$ cat src/rtl/core/tidl_pkg.sv
// Shared constants and types of the timestamped interpolating delay unit.
package tidl_pkg;

  localparam int DEPTH = 256;
  localparam int IDX_W = 8;
  localparam int CNT_W = 9;

  localparam int DVD_W = 50;
  localparam int DVS_W = 34;
  localparam int DCNT_W = 6;

  localparam logic REG_DELAY = 1'b0;
  localparam logic REG_INIT  = 1'b1;

  localparam logic [1:0] ST_OK    = 2'd0;
  localparam logic [1:0] ST_YOUNG = 2'd1;
  localparam logic [1:0] ST_EARLY = 2'd2;
  localparam logic [1:0] ST_DROP  = 2'd3;

  typedef logic signed [31:0] q16_t;

endpackage

$ cat src/rtl/core/tidl_div.sv
// Radix-2 restoring unsigned divider, one quotient bit per cycle.
module tidl_div import tidl_pkg::*; (
  input  logic             clk,
  input  logic             rst,
  input  logic             start,
  input  logic [DVD_W-1:0] dividend,
  input  logic [DVS_W-1:0] divisor,
  output logic             busy,
  output logic             done,
  output logic [DVD_W-1:0] quotient,
  output logic [DVS_W:0]   remainder
);

  logic [DVD_W-1:0]  dvd;
  logic [DVS_W-1:0]  dvs;
  logic [DVS_W:0]    rem;
  logic [DCNT_W-1:0] cnt;
  logic [DVS_W:0]    trial;
  logic              fits;

  assign trial = {rem[DVS_W-1:0], dvd[DVD_W-1]};
  assign fits  = trial >= {1'b0, dvs};

  always_ff @(posedge clk) begin
    if (rst) begin
      busy <= 1'b0;
      done <= 1'b0;
      cnt  <= '0;
    end else begin
      done <= 1'b0;
      if (start) begin
        busy <= 1'b1;
        cnt  <= DCNT_W'(DVD_W);
      end else if (busy) begin
        cnt <= cnt - 1'b1;
        if (cnt == DCNT_W'(1)) begin
          busy <= 1'b0;
          done <= 1'b1;
        end
      end
    end
  end

  always_ff @(posedge clk) begin
    if (start) begin
      dvd <= dividend;
      dvs <= divisor;
      rem <= '0;
    end else if (busy) begin
      rem <= fits ? trial - {1'b0, dvs} : trial;
      dvd <= {dvd[DVD_W-2:0], fits};
    end
  end

  assign quotient  = dvd;
  assign remainder = rem;

endmodule

$ cat config.mk
export PLATFORM = sky130hd
export DESIGN_NAME = tidl_div
export DESIGN_NICKNAME = d
export VERILOG_FILES = /design/src/rtl/core/tidl_pkg.sv /design/src/rtl/core/tidl_div.sv
export SDC_FILE = /design/constraint.sdc
export NUM_CORES = 1
export LEC_CHECK = 0
export ABC_AREA = 0
export BUFFER_PORTS_ARGS = -buffer_cell sky130_fd_sc_hd__buf_2
export CELL_PAD_IN_SITES_DETAIL_PLACEMENT = 0
export CELL_PAD_IN_SITES_GLOBAL_PLACEMENT = 1
export CORE_ASPECT_RATIO = 1.75
export CORE_MARGIN = 2
export CORE_UTILIZATION = 35
export CTS_CLUSTER_DIAMETER = 60
export DETAILED_ROUTE_END_ITERATION = 8
export GPL_ROUTABILITY_DRIVEN = 0
export PLACE_DENSITY_LB_ADDON = 0.1
export REMOVE_ABC_BUFFERS = 1
export SLEW_MARGIN = 20
export SYNTH_ARGS = -nofsm -noshare
export SYNTH_HDL_FRONTEND = slang
export SYNTH_SLANG_ARGS = --single-unit
$ cat constraint.sdc
create_clock -name clk -period 4.2 [get_ports clk]
set_clock_uncertainty 0.05 [all_clocks]
set_input_delay 0.84 -clock clk [delete_from_list [all_inputs] [get_ports clk]]
set_output_delay 0.84 -clock clk [all_outputs]
set_load 0.03 [all_outputs]
---- Yosys cells after proc, flatten, opt, wreduce, memory -nomap -nowiden ----
Index checks and enable logic that the tools add are counted.
cells by class
  muxes and demuxes ....................... 9
  shifts and indexed selects .............. 0
  divide/modulo/power cells ............... 0
  bitwise logic cells ..................... 1
  magnitude comparators ................... 1
  eq/ne operators ......................... 1
  add/subtract/negate cells ............... 2
  $mul .................................... 0
  reduce and logical (&&, ||, !) cells .... 3
operator list
  operator                                              number
  two-way mux 50 bit                                    2
  greater-or-equal comparator 35 x 34 -> 1 bit          1
  two-way mux 35 bit                                    1
  subtractor 35 x 34 -> 35 bit                          1
  two-way mux 6 bit                                     2
  equality test 6 x 1 -> 1 bit (second input constant)  1
  subtractor 6 x 1 -> 6 bit (second input constant)     1
  two-way mux 1 bit                                     4
  OR reduction 3 bit                                    1
  nonzero test 2 bit                                    1
  OR reduction 2 bit                                    1
  NOT 1 bit                                             1
word-level totals
  bits in writable memories ............... 0
  memory bits (read-only) ................. 0
  bits in latches ......................... 0
  register bits after elaboration ......... 127
  logic and storage cells ................. 24
  output and inout port bits .............. 87
  input port bits ......................... 87
  memories ................................ 0

---- Depth between registers and ports, before layout ----
  depth after elaboration ................. 4
  depth in mapped cells ................... 13
  gate-level depth less buffers ........... 12

---- Worst setup path after synthesis ----
Ideal clock, no wire load.
  path kind ............................... register to register
  from .................................... reg dvd[49] (netlist: quotient[49])
  to ...................................... reg rem[28] (netlist: remainder[28])
  period minus slack after synthesis ...... 3.200 ns
  arrival time ............................ 3.059 ns
  required time ........................... 4.059 ns
  slack ................................... 1.000 ns
  path buffers ............................ 0
  stages on the path, launching flop included .. 12
  library setup time ...................... 0.091 ns
  cells stage by stage .................... edfxtp_1 > inv_1 > ha_1 > inv_1 > fa_1 > a211o_1 > o211ai_1 > a211oi_1 > o31ai_1 > nor3_1 > or4_1 > a311oi_1
on the way
  cells in the longest elaborated chain, start to end .. 2
  elaborated cells on any way between the ends .. 3
  those cells by class .................... add/sub (1); order compare (1); mux (1)
ends and longest elaborated chain
  element                                                                                              line                            text
  from (decl)                                                                                          tidl_div.sv:14                  logic [DVD_W-1:0] dvd;
  from (signal assigned)                                                                               tidl_div.sv:46                  dvd <= dividend;
  from (signal assigned)                                                                               tidl_div.sv:51                  dvd <= {dvd[DVD_W-2:0], fits};
  subtractor 35 x 34 -> 35 bit / greater-or-equal comparator 35 x 34 -> 1 bit (equally long branches)  tidl_div.sv:50, tidl_div.sv:22
  two-way mux 35 bit (*)                                                                               tidl_div.sv:50                  rem <= fits ? trial - {1'b0, dvs} : trial;
  to (signal assigned)                                                                                 tidl_div.sv:50
  to (decl)                                                                                            tidl_div.sv:16                  logic [DVS_W:0] rem;
Every way passes the cells marked *; elsewhere a longest branch is shown, timed or not.
A chain may end at the register's enable or synchronous reset.

---- Final worst setup path ----
  from .................................... reg dvs[8]
  to ...................................... reg rem[19] (netlist: remainder[19])
on the way
  cells in the longest elaborated chain, start to end .. 2
  elaborated cells on any way between the ends .. 3
  those cells by class .................... add/sub (1); order compare (1); mux (1)
ends and longest elaborated chain
  element                                                                                              line                            text
  from (decl)                                                                                          tidl_div.sv:15                  logic [DVS_W-1:0] dvs;
  from (signal assigned)                                                                               tidl_div.sv:47                  dvs <= divisor;
  subtractor 35 x 34 -> 35 bit / greater-or-equal comparator 35 x 34 -> 1 bit (equally long branches)  tidl_div.sv:50, tidl_div.sv:22
  two-way mux 35 bit (*)                                                                               tidl_div.sv:50
Marks and branches as above.

==> results.toml <==
[routing]
antenna_left = 0
post_drt_via_cell_ratio = 5.198
drt-initial-drc-count = 217
wl_per_cell_um = 18.05
vias = 5759
finalWirelength_mm = 20.00
first_pass_iters = 4
drc = 0

[synthesis]
synthesis.area_sq_um = 7178
ys_ff_latch = 127
async_flop_share_pct = 0
ys_warn_count = 0
yosysSeqAreaShare_pct = 47.13
synth_ff_type = "edfxtp_1"
yosysTopAreaCellShare_pct = 35.14
synth.most_common_cell = "edfxtp_1"
netlist_instances = 681
yosysUniqueCellTypes = 64
synth_edf_count = 84
syn_area_per_cell_sq_um = 10.54
synth_area_leaders = "edfxtp_1 (35%), dfxtp_1 (12%), mux2_2 (7.7%)"
netlist_top_cells_count = "edfxtp_1 (84), nor2_1 (60), mux2_2 (49)"
synth_top_area_cell = "edfxtp_1"

[setup_path]
r2r_start = "dvs[8]"
end_kind = "flop"
crit_fanout = 41
path_class = "flop to flop"
crit_path_start_kind = "flop"
critPathRequiredTime_ns = 4.49
crit_arrival_ns = 4.01
reg2reg_depth = 10
rr_endpoint = "remainder[19]"
reg2reg_slack_ns = 0.48

[global_routing]
grt_max_degree = 57
grt_pass1_vias = 6144
grt_pass1_wl_mm = 31.92
grt_use_total_pct = 18.69
grt-ovfl-total = 0
antenna_found_initial = 0

[pwr]
p_comb_share_pct = 23.5
swShare_pct = 30.78
vdd_drop_max_uv = 316.6
cellLeakagePower_nw = 3.982
internal_power_mw = 2.697
p_seq_share_pct = 39.2
power.total_mw = 3.897
p_sw_mw = 1.200
p_per_area_nw_per_um2 = 440.7
p_clk_share_pct = 37.3

[floorplanning]
fp.coreArea_sq_um = 20200
dieArea_sq_um = 21720
ios = 174
rows = 69
initial_core_util_pct = 35.53
die_h_um = 193.5
die_w_um = 112.3

[layout]
final_nets = 971
n_antenna_cell = 0
multi_input_area_sq_um = 3467
final_core_util_pct = 43.76
fillers = 2011
drive_above_1_share_pct = 31.51
area_growth_pct = 23.17
seq_area_sq_um = 3385

[place]
port_buffers = 173
hpwl_mm = 15.03

[timing]
rsz0062_at_grt = "false"
worst_pin_slew_ns = 0.8446
relSlewSlack_pct = 43.21
post-route-min-period_ns = 3.716
finalHoldViolCount = 0
slew_viol_final = 0
fmax_mhz = 269.1
finalCritPeriodShare_pct = 88.49
whs_ns = 0.4423
setup_viol = 0
tns_ns = 0

[clock_tree]
clkSinkCount = 127
root_buffer = "clkbuf_16"
numCtsBuffers = 17
post_cts_buffers = 0
clk_latency_ns = 0.44
cts_tree = "done"
cts_max_level = 4
clk_path_buf_depth = 2
clkTransAtPathRegs_ns = 0.06
hold_buffers = 0
ctsResizeCount = 0

[run_status]
status = "finished, final reports clean"

[worst_hold_path]
hp-class = "flop to flop"
hold_path.startpoint = "remainder[34]"
min_path_cells = 2
min_to = "remainder[34]"

[flow_run]
drv_cap = 0
==> cell type report <==
type,instances,share of cell area (%)
inverters,47,1.995
multi-input cells,473,39.22
clock buffers,20,5.166
well taps,248,3.510
repair buffers,181,10.50
flip-flops and latches,127,38.28
clock inverters,12,1.330
==> cell families after synthesis <==
family	share of synthesized area, %
simple gates	11.77
mux	10.20
xor+xnor	3.782
flops	47.13
fa+ha+maj	6.554
buf+inv	4.567
compound gates	16.00
==> stage by stage <==
step / cell area [sq um] / instances / setup slack, ns
final: 8841 / 1108 / 0.4836
after global routing: 8841 / 1108 / 0.2238
after CTS: 8841 / 1108 / 0.4759
after detailed placement: 8267 / 1076 / 0.5068
after global placement: 8267 / 1076 / 0.4879
after floorplan: 7027 / 647 / 0.7872
==> placed cells by master (no fill, tap or decap), types with 8 or more instances in the layout <==
cell type  netlist  routed
a211oi_1        23      23
a21o_1          22      22
a21oi_1         36      36
a311oi_1        12      12
and3_1           8       8
buf_2            4     172
buf_4            1       9
clkbuf_16        0      17
dfxtp_1         43      42
edfxtp_1        84      84
ha_1            36      36
inv_1           47      46
mux2_2          49      49
mux2i_1         18      18
nand2_1         40      40
nand3_1         15      15
nor2_1          60      60
nor3_1          15      15
o21ai_0         22      22
xnor2_1         23      23
xor2_1           8       8
==> metal layers <==
layer	routed length (um)	GRT usage (%)	vias up
met1	7533	19.21	2710
met2	10710	34.11	160
met3	1102	5.388	36
li1	-	-	2853
met5	0	0	-
met4	651	9.124	0
==> power groups by stage <==
stage / combinational (mW) / clock, mW / sequential (mW)
6_report: 0.915 / 1.45 / 1.53
4_1_cts: 0.926 / 1.50 / 1.53
3_3_place_gp: 0.916 / 0 / 1.55
5_1_grt: 1.01 / 1.54 / 1.54
2_1_floorplan: 0.477 / 0 / 1.70
3_5_place_dp: 0.923 / 0 / 1.55
==> registers in the layout, summed over array words and instances (netlist names) <==
signal / count
busy: 1
remainder: 35
quotient: 50
cnt: 6
done: 1
dvs: 34
==> worst max-delay path, stage by stage, from the launching register on <==
cell       delay, ns
edfxtp_1        0.33
inv_1           0.04
ha_1            0.40
nand3_2         0.12
or3_1           0.38
a21o_1          0.23
a2111oi_4       0.44
a2111o_2        0.33
nand2_4         0.38
or4_1           0.64
a311oi_1        0.26
==> worst max path at each step <==
stage / startpoint / endpoint / slack (ns) / cells past startpoint
floorplan: busy / quotient[0] / 0.79 / 2
global placement: quotient[49] / remainder[34] / 0.49 / 13
detailed placement: quotient[49] / remainder[34] / 0.51 / 13
CTS: dvs[8] / remainder[19] / 0.48 / 10
global route: dvs[8] / remainder[28] / 0.22 / 10
finish: dvs[8] / remainder[19] / 0.48 / 10
Power figures use the tool's default switching activity.
